===== src/lgdf_pkg.sv =====
// Shared constants and types of the LED grid decay fader.
// Used by the core, its generic RAM instances' users and the port checker.
// No dependencies.
`default_nettype none

package lgdf_pkg;

    // Grid size and field widths
    localparam int MAX_CELLS = 64;
    localparam int IDX_W     = $clog2(MAX_CELLS);
    localparam int CNT_W     = IDX_W + 1;
    localparam int POS_W     = 6;
    localparam int DIM_W     = 7;
    localparam int LEVEL_W   = 17;
    localparam int FACTOR_W  = 16;
    localparam int PROD_W    = LEVEL_W + FACTOR_W;
    localparam int LIN_W     = POS_W + DIM_W + 1;
    localparam int CFG_W     = 17;
    localparam int CFG_IDX_W = 2;

    // Level that stands for 1.0
    localparam logic [LEVEL_W-1:0] ONE_LEVEL = LEVEL_W'(65536);

    // Register reset values
    localparam logic [DIM_W-1:0]    RST_GRID_WIDTH   = DIM_W'(8);
    localparam logic [DIM_W-1:0]    RST_GRID_HEIGHT  = DIM_W'(8);
    localparam logic [FACTOR_W-1:0] RST_DECAY_FACTOR = FACTOR_W'(65470);
    localparam logic [LEVEL_W-1:0]  RST_CUTOFF_LEVEL = LEVEL_W'(66);

    // Command codes
    localparam logic CMD_SET_CELL = 1'b0;
    localparam logic CMD_TICK     = 1'b1;

    // Configuration register indexes
    typedef enum logic [CFG_IDX_W-1:0] {
        REG_GRID_WIDTH   = 2'd0,
        REG_GRID_HEIGHT  = 2'd1,
        REG_DECAY_FACTOR = 2'd2,
        REG_CUTOFF_LEVEL = 2'd3
    } cfg_reg_t;

endpackage

`default_nettype wire


===== src/lgdf_ram.sv =====
// Generic single-write, single-read RAM with a registered read port.
// No dependencies.
`default_nettype none

module lgdf_ram #(
    parameter int WIDTH = 8,
    parameter int DEPTH = 64
) (
    input  wire logic                     clk,
    input  wire logic                     we,
    input  wire logic [$clog2(DEPTH)-1:0] wr_addr,
    input  wire logic [WIDTH-1:0]         wr_data,
    input  wire logic                     rd_en,
    input  wire logic [$clog2(DEPTH)-1:0] rd_addr,
    output logic      [WIDTH-1:0]         rd_data
);

    logic [WIDTH-1:0] mem [DEPTH];

    always_ff @(posedge clk)
    begin
        if (we)
        begin
            mem[wr_addr] <= wr_data;
        end
        if (rd_en)
        begin
            rd_data <= mem[rd_addr];
        end
    end

endmodule

`default_nettype wire


===== src/led_grid_decay_fader_core.sv =====
// Top level of the LED grid decay fader: grid state, tick sequencer and the
// shared multiply/cutoff unit. Depends on lgdf_pkg and lgdf_ram.
//
//  Channel  | Direction | Handshake            | Payload
//  ---------+-----------+----------------------+-------------------------------
//  input    | in        | in_valid / in_stall  | cmd, col, row, pressed
//  output   | out       | out_valid / out_stall| cell_index, level, last_cell
//  config   | in        | cfg_we               | cfg_index, cfg_data
//
// A set-cell transaction leaves the block idle. A tick on an active grid walks
// its cells in order: for each cell the load state takes the cell RAMs' read
// data and forms the product in the single multiplier, and the finish state
// scales, applies the cutoff, writes back and loads the output register.
// Reset clears all pressed bits and levels through per-entry valid bits, so
// no clearing pass is needed. A stalled output holds the walk in its second
// step; input stays stalled until the last cell's result has been loaded.
`default_nettype none

module led_grid_decay_fader_core (
    input  wire logic                              clk,
    input  wire logic                              rst_n,
    input  wire logic                              in_valid,
    output logic                                   in_stall,
    input  wire logic                              cmd,
    input  wire logic [lgdf_pkg::POS_W-1:0]        col,
    input  wire logic [lgdf_pkg::POS_W-1:0]        row,
    input  wire logic                              pressed,
    output logic                                   out_valid,
    input  wire logic                              out_stall,
    output logic      [lgdf_pkg::IDX_W-1:0]        cell_index,
    output logic      [lgdf_pkg::LEVEL_W-1:0]      level,
    output logic                                   last_cell,
    input  wire logic                              cfg_we,
    input  wire logic [lgdf_pkg::CFG_IDX_W-1:0]    cfg_index,
    input  wire logic [lgdf_pkg::CFG_W-1:0]        cfg_data
);

    typedef enum logic [2:0] {
        ST_IDLE = 3'b001,
        ST_LOAD = 3'b010,
        ST_FIN  = 3'b100
    } state_t;

    state_t state_reg, state_next;

    logic [lgdf_pkg::DIM_W-1:0]    grid_width_reg;
    logic [lgdf_pkg::DIM_W-1:0]    grid_height_reg;
    logic [lgdf_pkg::FACTOR_W-1:0] decay_factor_reg;
    logic [lgdf_pkg::LEVEL_W-1:0]  cutoff_level_reg;

    logic [lgdf_pkg::IDX_W-1:0]     cnt_reg, cnt_next;
    logic                           alive_reg, alive_next;
    logic                           active_reg, active_next;
    logic [lgdf_pkg::MAX_CELLS-1:0] prs_valid_reg, prs_valid_next;
    logic [lgdf_pkg::MAX_CELLS-1:0] lvl_valid_reg, lvl_valid_next;
    logic                           out_valid_reg, out_valid_next;
    logic [lgdf_pkg::PROD_W-1:0]    product_reg;
    logic [lgdf_pkg::IDX_W-1:0]     cell_index_reg;
    logic [lgdf_pkg::LEVEL_W-1:0]   level_reg;
    logic                           last_cell_reg;

    logic [2*lgdf_pkg::DIM_W-1:0]  area;
    logic [lgdf_pkg::CNT_W-1:0]    cell_cnt;
    logic [lgdf_pkg::LIN_W-1:0]    lin_idx;
    logic                          write_ok;
    logic                          in_acc;
    logic                          out_free;
    logic                          last_now;

    logic                          prs_we;
    logic                          lvl_we;
    logic                          rd_en;
    logic [lgdf_pkg::IDX_W-1:0]    rd_addr;
    logic [0:0]                    prs_rd;
    logic [lgdf_pkg::LEVEL_W-1:0]  lvl_rd;
    logic                          prs_eff;
    logic [lgdf_pkg::LEVEL_W-1:0]  lvl_eff;
    logic [lgdf_pkg::LEVEL_W-1:0]  lv_in;
    logic [lgdf_pkg::PROD_W-1:0]   product_next;
    logic [lgdf_pkg::LEVEL_W-1:0]  scaled;
    logic [lgdf_pkg::LEVEL_W-1:0]  final_level;

    // Cell count, saturated at the grid capacity
    assign area     = (2*lgdf_pkg::DIM_W)'(grid_width_reg)
                      * (2*lgdf_pkg::DIM_W)'(grid_height_reg);
    assign cell_cnt = (area > (2*lgdf_pkg::DIM_W)'(lgdf_pkg::MAX_CELLS))
                      ? lgdf_pkg::CNT_W'(lgdf_pkg::MAX_CELLS)
                      : area[lgdf_pkg::CNT_W-1:0];

    assign lin_idx  = lgdf_pkg::LIN_W'(row) * lgdf_pkg::LIN_W'(grid_width_reg)
                      + lgdf_pkg::LIN_W'(col);
    assign write_ok = lin_idx < lgdf_pkg::LIN_W'(cell_cnt);

    assign in_stall  = (state_reg != ST_IDLE);
    assign in_acc    = in_valid && !in_stall;
    assign out_free  = !out_valid_reg || !out_stall;
    assign last_now  = (lgdf_pkg::CNT_W'(cnt_reg) + lgdf_pkg::CNT_W'(1)) == cell_cnt;

    assign out_valid  = out_valid_reg;
    assign cell_index = cell_index_reg;
    assign level      = level_reg;
    assign last_cell  = last_cell_reg;

    // Cell state: a clear valid bit means the entry still holds its reset value
    assign prs_eff = prs_valid_reg[cnt_reg] && prs_rd[0];
    assign lvl_eff = lvl_valid_reg[cnt_reg] ? lvl_rd : '0;
    assign lv_in   = prs_eff ? lgdf_pkg::ONE_LEVEL : lvl_eff;

    // The single shared multiplier
    assign product_next = lgdf_pkg::PROD_W'(lv_in) * lgdf_pkg::PROD_W'(decay_factor_reg);

    assign scaled      = product_reg[lgdf_pkg::PROD_W-1:lgdf_pkg::FACTOR_W];
    assign final_level = (scaled < cutoff_level_reg) ? '0 : scaled;

    lgdf_ram #(
        .WIDTH (1),
        .DEPTH (lgdf_pkg::MAX_CELLS)
    ) u_pressed_ram (
        .clk     (clk),
        .we      (prs_we),
        .wr_addr (lin_idx[lgdf_pkg::IDX_W-1:0]),
        .wr_data (pressed),
        .rd_en   (rd_en),
        .rd_addr (rd_addr),
        .rd_data (prs_rd)
    );

    lgdf_ram #(
        .WIDTH (lgdf_pkg::LEVEL_W),
        .DEPTH (lgdf_pkg::MAX_CELLS)
    ) u_level_ram (
        .clk     (clk),
        .we      (lvl_we),
        .wr_addr (cnt_reg),
        .wr_data (final_level),
        .rd_en   (rd_en),
        .rd_addr (rd_addr),
        .rd_data (lvl_rd)
    );

    always_comb
    begin
        state_next     = state_reg;
        cnt_next       = cnt_reg;
        alive_next     = alive_reg;
        active_next    = active_reg;
        prs_valid_next = prs_valid_reg;
        lvl_valid_next = lvl_valid_reg;
        out_valid_next = out_valid_reg && out_stall;
        prs_we         = 1'b0;
        lvl_we         = 1'b0;
        rd_en          = 1'b0;
        rd_addr        = cnt_reg + lgdf_pkg::IDX_W'(1);

        case (state_reg)
            ST_IDLE:
            begin
                if (in_acc)
                begin
                    if (cmd == lgdf_pkg::CMD_SET_CELL)
                    begin
                        if (write_ok)
                        begin
                            prs_we = 1'b1;
                            prs_valid_next[lin_idx[lgdf_pkg::IDX_W-1:0]] = 1'b1;
                            active_next = 1'b1;
                        end
                    end
                    else if (active_reg)
                    begin
                        if (cell_cnt == '0)
                        begin
                            active_next = 1'b0;
                        end
                        else
                        begin
                            rd_en      = 1'b1;
                            rd_addr    = '0;
                            cnt_next   = '0;
                            alive_next = 1'b0;
                            state_next = ST_LOAD;
                        end
                    end
                end
            end

            ST_LOAD:
            begin
                if (prs_eff || (lvl_eff != '0))
                begin
                    alive_next = 1'b1;
                end
                state_next = ST_FIN;
            end

            ST_FIN:
            begin
                // Wait here while the previous result is still held
                if (out_free)
                begin
                    lvl_we                  = 1'b1;
                    lvl_valid_next[cnt_reg] = 1'b1;
                    out_valid_next          = 1'b1;
                    if (last_now)
                    begin
                        active_next = alive_reg;
                        state_next  = ST_IDLE;
                    end
                    else
                    begin
                        rd_en      = 1'b1;
                        cnt_next   = cnt_reg + lgdf_pkg::IDX_W'(1);
                        state_next = ST_LOAD;
                    end
                end
            end

            default:
            begin
                state_next = ST_IDLE;
            end
        endcase
    end

    always_ff @(posedge clk or negedge rst_n)
    begin
        if (!rst_n)
        begin
            state_reg     <= ST_IDLE;
            cnt_reg       <= '0;
            alive_reg     <= 1'b0;
            active_reg    <= 1'b1;
            prs_valid_reg <= '0;
            lvl_valid_reg <= '0;
            out_valid_reg <= 1'b0;
        end
        else
        begin
            state_reg     <= state_next;
            cnt_reg       <= cnt_next;
            alive_reg     <= alive_next;
            active_reg    <= active_next;
            prs_valid_reg <= prs_valid_next;
            lvl_valid_reg <= lvl_valid_next;
            out_valid_reg <= out_valid_next;
        end
    end

    always_ff @(posedge clk or negedge rst_n)
    begin
        if (!rst_n)
        begin
            grid_width_reg   <= lgdf_pkg::RST_GRID_WIDTH;
            grid_height_reg  <= lgdf_pkg::RST_GRID_HEIGHT;
            decay_factor_reg <= lgdf_pkg::RST_DECAY_FACTOR;
            cutoff_level_reg <= lgdf_pkg::RST_CUTOFF_LEVEL;
        end
        else if (cfg_we)
        begin
            case (lgdf_pkg::cfg_reg_t'(cfg_index))
                lgdf_pkg::REG_GRID_WIDTH:   grid_width_reg   <= cfg_data[lgdf_pkg::DIM_W-1:0];
                lgdf_pkg::REG_GRID_HEIGHT:  grid_height_reg  <= cfg_data[lgdf_pkg::DIM_W-1:0];
                lgdf_pkg::REG_DECAY_FACTOR: decay_factor_reg <= cfg_data[lgdf_pkg::FACTOR_W-1:0];
                lgdf_pkg::REG_CUTOFF_LEVEL: cutoff_level_reg <= cfg_data[lgdf_pkg::LEVEL_W-1:0];
                default:
                begin
                end
            endcase
        end
    end

    // Datapath registers carry no reset
    always_ff @(posedge clk)
    begin
        if (state_reg == ST_LOAD)
        begin
            product_reg <= product_next;
        end
        if ((state_reg == ST_FIN) && out_free)
        begin
            cell_index_reg <= cnt_reg;
            level_reg      <= final_level;
            last_cell_reg  <= last_now;
        end
    end

endmodule

`default_nettype wire


===== config.mk =====
export PLATFORM = sky130hd
export DESIGN_NAME = led_grid_decay_fader_core
export DESIGN_NICKNAME = d
export VERILOG_FILES = /design/src/lgdf_pkg.sv /design/src/lgdf_ram.sv /design/src/led_grid_decay_fader_core.sv
export SDC_FILE = /design/constraint.sdc
export NUM_CORES = 2
export LEC_CHECK = 0
export BUFFER_PORTS_ARGS = -buffer_cell sky130_fd_sc_hd__buf_4
export CAP_MARGIN = 10
export CORE_MARGIN = 4
export CORE_UTILIZATION = 40
export CTS_BUF_LIST = sky130_fd_sc_hd__clkbuf_4 sky130_fd_sc_hd__clkbuf_8
export CTS_CLUSTER_DIAMETER = 30
export CTS_CLUSTER_SIZE = 20
export DETAILED_ROUTE_END_ITERATION = 6
export REMOVE_ABC_BUFFERS = 1
export SETUP_SLACK_MARGIN = 0.2
export SYNTH_ARGS = -nofsm -noshare
export SYNTH_HDL_FRONTEND = slang
export SYNTH_SLANG_ARGS = --single-unit

===== constraint.sdc =====
create_clock -name clk -period 7.9 [get_ports clk]
set_clock_uncertainty 0.15 [all_clocks]
set_input_delay 0.79 -clock clk [delete_from_list [all_inputs] [get_ports clk]]
set_output_delay 0.79 -clock clk [all_outputs]
set_load 0.05 [all_outputs]

After elaboration in Yosys (flattened, before gate mapping)
Memory sizes are Yosys's and may differ from the RTL's. A register that Yosys moved wholly into a read port is not among the register bits.
Cells that the tools add are included.
Widths: inputs -> output; s select.
Storage, ports and cells
  bits in registers: 244
  RAM bits: 1152
  input port bits: 38
  output and inout bits: 26
  logic and storage cells: 138
  memories: 2
Cells by class
  add/sub/neg operators: 3
  $mul: 3
  order comparisons: 7
  equality and inequality tests: 17
  mux-type cells: 62
  bitwise gates (word level): 3
  reductions and logical operators: 26
Memory list
  u_level_ram.mem: depth 64, width 17, read ports 1, clocked after Yosys merged registers in 1, write ports 1, line lgdf_ram.sv:18  | logic [WIDTH-1:0] mem [DEPTH];
  u_pressed_ram.mem: depth 64, width 1, read ports 1, clocked after Yosys merged registers in 1, write ports 1, line lgdf_ram.sv:18
Operators with widths (number)
  $or 64x64->64: 2
  $mux 6: 11
  $mux 17: 3
  $mul 17x16->33: 1
  $mux 1: 32
  $lt 17x17->1: 1
  $reduce_bool 17->1: 1
  $ne 2x2->1 const B: 8
  $mux 3: 5
  $add 13x6->14: 1
  $gt 14x7->1 const B: 1
  $lt 14x7->1: 1
  $lt 6x7->1 const B: 2
  $mul 7x7->14: 1
  $mul 6x7->13: 1
  $bmux 1 s6: 2
  $demux 1 s6: 2
  $ge 6x1->1 const B: 2
  $pmux 6 s2: 1
  $reduce_and 2->1: 5
  $reduce_and 5->1: 2
  $pmux 3 s3: 1
  $add 6x1->7 const B: 1
  $eq 7x7->1: 1
  21 further kinds: 33

Longest topological paths before layout
  word-level depth: 10
  gate-level depth with buffers: 35
  gate-level depth less buffers: 29

Modules after synthesis
A second synthesis with hierarchy kept.
Second synthesis, totals
  cell total of the unflattened synthesis: 4464
  area total of the unflattened synthesis: 68375.6 sq um
Modules (own cells, without submodules)
  lgdf_ram (u_level_ram): instances 1, cells an instance 1953, area each 42520.8 sq um, sequential area each 33181.8 sq um
  led_grid_decay_fader_core: instances 1, cells an instance 2307, area each 22930.7 sq um, sequential area each 5935.7 sq um
  lgdf_ram (u_pressed_ram): instances 1, cells an instance 204, area each 2924.1 sq um, sequential area each 1951.9 sq um

Worst setup path before layout
OpenSTA, ideal clock, no wires.
  path type: flip-flop to flip-flop
  start: reg cnt_reg[1] in the netlist's numbering
  end: reg product_reg[28] in the netlist's numbering, data pin
  library setup time: 0.259 ns
  arrival time: 7.939 ns
  data required time: 7.491 ns
  setup slack: -0.448 ns
  stages on the path, launching flop included: 33
  buffers on the path: 4
  period minus slack after synthesis: 8.348 ns
  path through: dfrtp_1 -> buf_4 -> buf_6 -> mux2i_1 -> mux4_2 -> a21boi_0 -> o31ai_1 -> a2111oi_4 -> clkbuf_1 -> and2_1 -> clkbuf_1 -> nand2_1 -> fa_1 -> inv_1 -> fa_1 -> inv_1 -> fa_1 -> inv_1 -> fa_1 -> inv_1 -> fa_1 -> inv_1 -> fa_1 -> ha_1 -> nand2_1 -> a2111oi_0 -> and4_1 -> and3_1 -> a221o_1 -> o2111ai_2 -> a31o_2 -> o21ba_2 -> xnor2_1
On the way
  cells in the longest elaborated chain, start to end: 5
  elaborated cells on any way between the ends: 8
  classes of those cells: 1 x mul; 6 x mux; 1 x reduce/logical
Ends and longest elaborated chain
  start, declared: line led_grid_decay_fader_core.sv:51  | logic [lgdf_pkg::IDX_W-1:0] cnt_reg, cnt_next;
  start signal, assigned: line led_grid_decay_fader_core.sv:240  | cnt_reg <= cnt_next;
  $bmux 1 s6, on equally long branches: line led_grid_decay_fader_core.sv:106, led_grid_decay_fader_core.sv:105
  $mux 1, on equally long branches: line led_grid_decay_fader_core.sv:106, led_grid_decay_fader_core.sv:105
  $mux 17 / $logic_and 1x1->1 (equally long branches): line led_grid_decay_fader_core.sv:106, led_grid_decay_fader_core.sv:105
  $mux 17 (*): line led_grid_decay_fader_core.sv:107  | assign lv_in = prs_eff ? lgdf_pkg::ONE_LEVEL : lvl_eff;
  $mul 17x16->33 (*): line led_grid_decay_fader_core.sv:110  | assign product_next = lgdf_pkg::PROD_W'(lv_in) * lgdf_pkg::PROD_W'(decay_factor_reg);
  named net product_next, one bit: line led_grid_decay_fader_core.sv:79  | logic [lgdf_pkg::PROD_W-1:0] product_next;
  end signal, assigned: line led_grid_decay_fader_core.sv:277  | product_reg <= product_next;
  end, declared: line led_grid_decay_fader_core.sv:57  | logic [lgdf_pkg::PROD_W-1:0] product_reg;
Mark *: on every way through the listed nets, which the timed path passes. The rest lies on a longest branch. The select of a mux whose other input is x is not followed.
A chain may end at the register's enable or synchronous reset.

Final worst setup path
  start: reg cnt_reg[0] in the netlist's numbering
  end: reg product_reg[29] in the netlist's numbering, data pin
Same word-level chain as after synthesis.

==> metrics.md <==
| Metric | Value |
|---|---|
| Outcome | `finished with violations` |
| Failing checks | `negative setup slack` |
| Total track usage | `21.5%` |
| Syn Area/Cell | `14.1 um2` |
| Final setup vio count | `17` |
| Fmax achieved | `117 MHz` |
| Final antenna-violating net count | `0` |
| Row count | `151` |
| CP Launch Type | `flop` |
| R2R cell count | `33` |
| DRC violations left | `0` |
| Vias | `43700` |
| Flop-to-flop setup slack | `-640 ps` |
| Core area | `170000 um2` |
| Reg clk slew, reported paths | `60 ps` |
| Worst hold start | `out_stall` |
| Synth Area in Compound Gates | `7.26%` |
| Pins Over Slew Limit | `0` |
| GP Congestion | `0.889` |
| Post-Synth Simple-Gate Area | `9.40%` |
| TritonCTS buffer count | `302` |
| Largest net degree at the start of global routing | `137` |
| EDFF count, synth | `1211` |
| Reg2Reg Capture Point | `product_reg[29]` |
| Hold Crit Class | `input pin to flop` |
| Register area share after synthesis | `60.0%` |
| Slew @ Worst Pin | `1200 ps` |
| Ys Warns | `0` |
| Post-DP HPWL | `122 mm` |
| Post-route minimum period | `8540 ps` |
| Design Power | `24.1 mW` |
| Synthesized flop and latch total | `1398` |
| Slowest-stage cell, CP | `dfrtp_4` |
| Worst Setup End Kind | `flop` |
| PnR worst setup slack | `-642 ps` |
| Asr flop ratio synth | `13.4%` |
| Worst path required time | `8420 ps` |
| Initial Utilization | `40.3%` |
| Post-synthesis cell count | `4860` |
| Routed wire length | `195 mm` |
| Largest family of logic cells by synthesized area | `adder cells` |
| Drt first pass iters | `5` |
| Antenna violations before repair | `10` |
| CP Max Fanout | `10` |
| Max transition margin | `19.9%` |
| H-tree lvl count | `5` |
| Final instance area | `81800 um2` |
| Final Hold Fails | `0` |
| Routed len/inst | `25.0 um` |
| Via density | `5.61` |
| Critical path class | `flop to flop` |
| # nets final | `5849` |
| P_leak | `30.9 nW` |
| First-pass GRT wire length | `290 mm` |
| Worst hold stages | `3` |
| Die ar. | `178000 um2` |
| Longest Clk Path Bufs | `4` |
| Final core area utilization | `48.2%` |
| Max VDD drop | `217 uV` |
| Cell Pwr Density | `295 nW/um2` |
| Main synth FF type | `edfxtp_1` |
| Chip height | `422 um` |
| Post-synthesis cell type count | `96` |
| Hold Path Sink | `out_valid` |
| DRT iter0 DRCs | `3838` |
| Max reg flops | `1088` |
| Vias in the first global route | `44800` |
| Mux contribution to synthesized area | `8.23%` |
| Placed cell areas | `73500 um2` |
| Filler Cells Inserted | `14600` |
| Top-Level Pins | `64` |
| RSZ-0062 raised after global routing | `true` |
| Crit-path max cell delay | `560 ps` |
| Setup WS pre-CTS | `-795 ps` |
| Critical path arrival | `9070 ps` |
| Adder-cell share of the synthesized area | `11.0%` |
| Share of cells above drive strength 1 | `27.4%` |
| Layout area overhead | `19.6%` |
| Max cap viols | `0` |
| Hold slack | `130 ps` |
| Die X | `422 um` |
| Fin crit share | `108%` |
| Clock latency on the worst-skew pair | `1010 ps` |
| Biggest register | `u_level_ram.mem` |
| CTS tree | `built` |
| Global route overflow | `0` |
| Root Buffer | `clkbuf_8` |
| Cell mode on critical path | `fa_1` |
| Reg-to-reg startpoint | `cnt_reg[0]` |
| Synth Area in XOR/XNOR | `0.435%` |
| Mapped Area | `68400 um2` |
| Port Buffers | `63` |
| Clk sinks | `1398` |
## where the power goes
part	leakage (nW)	switching [mW]	internal (mW)
sequential	13.5	0.148	8.42
combinational	13.9	4.14	2.52
clock	3.46	3.35	5.57
## through the flow
step | instances | setup TNS, ps
4_1_cts | 7767 | -6730
3_3_place_gp | 7207 | -21010
6_report | 7803 | -6120
2_1_floorplan | 4581 | -9032760
5_1_grt | 7801 | -9750
3_5_place_dp | 7207 | -23850
## cell usage after synthesis (33+ instances only)
cell	n	area share, %
or2_2	132	1.2
and3_1	111	1.0
mux2_2	72	1.2
o21ai_0	96	0.70
nor2_1	251	1.4
mux4_2	174	5.7
o22a_1	33	0.42
a21oi_1	147	1.1
dfrtp_1	167	6.1
inv_1	333	1.8
nor3_1	92	0.67
clkbuf_1	173	0.95
o221ai_1	45	0.58
fa_1	255	7.5
a22oi_1	34	0.37
and2_1	114	1.0
mux2i_1	90	1.3
o22ai_1	33	0.30
nand2_1	457	2.5
ha_1	193	3.5
nand3_1	56	0.41
a31oi_1	69	0.63
edfxtp_1	1211	53
buf_2	64	0.47
## area by class of cell
class / instances / area, um2 / area share, %
diodes: 3 / 7.51 / 0.00918
multi-input cells: 2850 / 25700 / 31.5
inverters: 335 / 1260 / 1.54
clock buffers: 350 / 4630 / 5.66
repair buffers: 476 / 4050 / 4.95
well taps: 2218 / 2780 / 3.39
flip-flops and latches: 1398 / 41100 / 50.2
clock inverters: 173 / 2230 / 2.72
## kinds of logic after synthesis
group | count (synthesis)
flip-flops | 1398
AND/OR/NAND/NOR | 1321
buffers and inverters | 614
adder cells (fa/ha/maj) | 448
XOR/XNOR | 34
AO/OA/AOI/OAI | 709
multiplexers | 336
## critical path: cells and delay by family, from the launching register on
family / cells / cell delay, ps
and+or+nand+nor: 6 / 950
buffers and inverters: 11 / 1400
DFF: 1 / 560
adders and majority gates: 7 / 3270
muxes: 1 / 130
AOI/OAI and AO/OA: 8 / 1820
## layer usage
metal	vias to the layer above	global-route usage (%)	wire, um
met3	335	3.59	12800
met4	4	7.35	6230
li1	19000	-	-
met5	-	0	27
met2	1654	35.1	94200
met1	22700	29.4	81600
## worst max-delay path by stage
stage,from,endpoint,depth (start not counted)
floorplan,cnt_reg[0],u_level_ram.rd_data[0],7
detailed placement,cnt_reg[1],product_reg[28],35
global placement,cnt_reg[1],product_reg[28],31
finish,cnt_reg[0],product_reg[29],33
global route,cnt_reg[1],product_reg[28],34
CTS,cnt_reg[1],product_reg[28],31
## repair_timing
action | in CTS | in global routing
hold endpoints to repair | 130 | 0
cloned | 1 | 6
endpoints found under the setup margin | 146 | 159
hold buffers | 18 | 0
resized for setup | 62 | 103
setup buffers | 18 | 27
pin swaps | 33 | 59
## cells in the final DEF, fill, tap and decap left out, types with 48 or more instances in the layout
cell type	instances
edfxtp_1	1211
nand2_1	445
buf_4	404
inv_1	325
clkbuf_8	321
fa_1	248
nor2_1	211
ha_1	180
mux4_2	174
dfrtp_1	165
or2_2	132
a21oi_1	125
and3_1	110
and2_1	99
o21ai_0	93
nor3_1	91
mux2i_1	90
mux2_2	72
a31oi_1	69
bufinv_16	50
nand3_1	48
(Power assumes the default switching activity.)
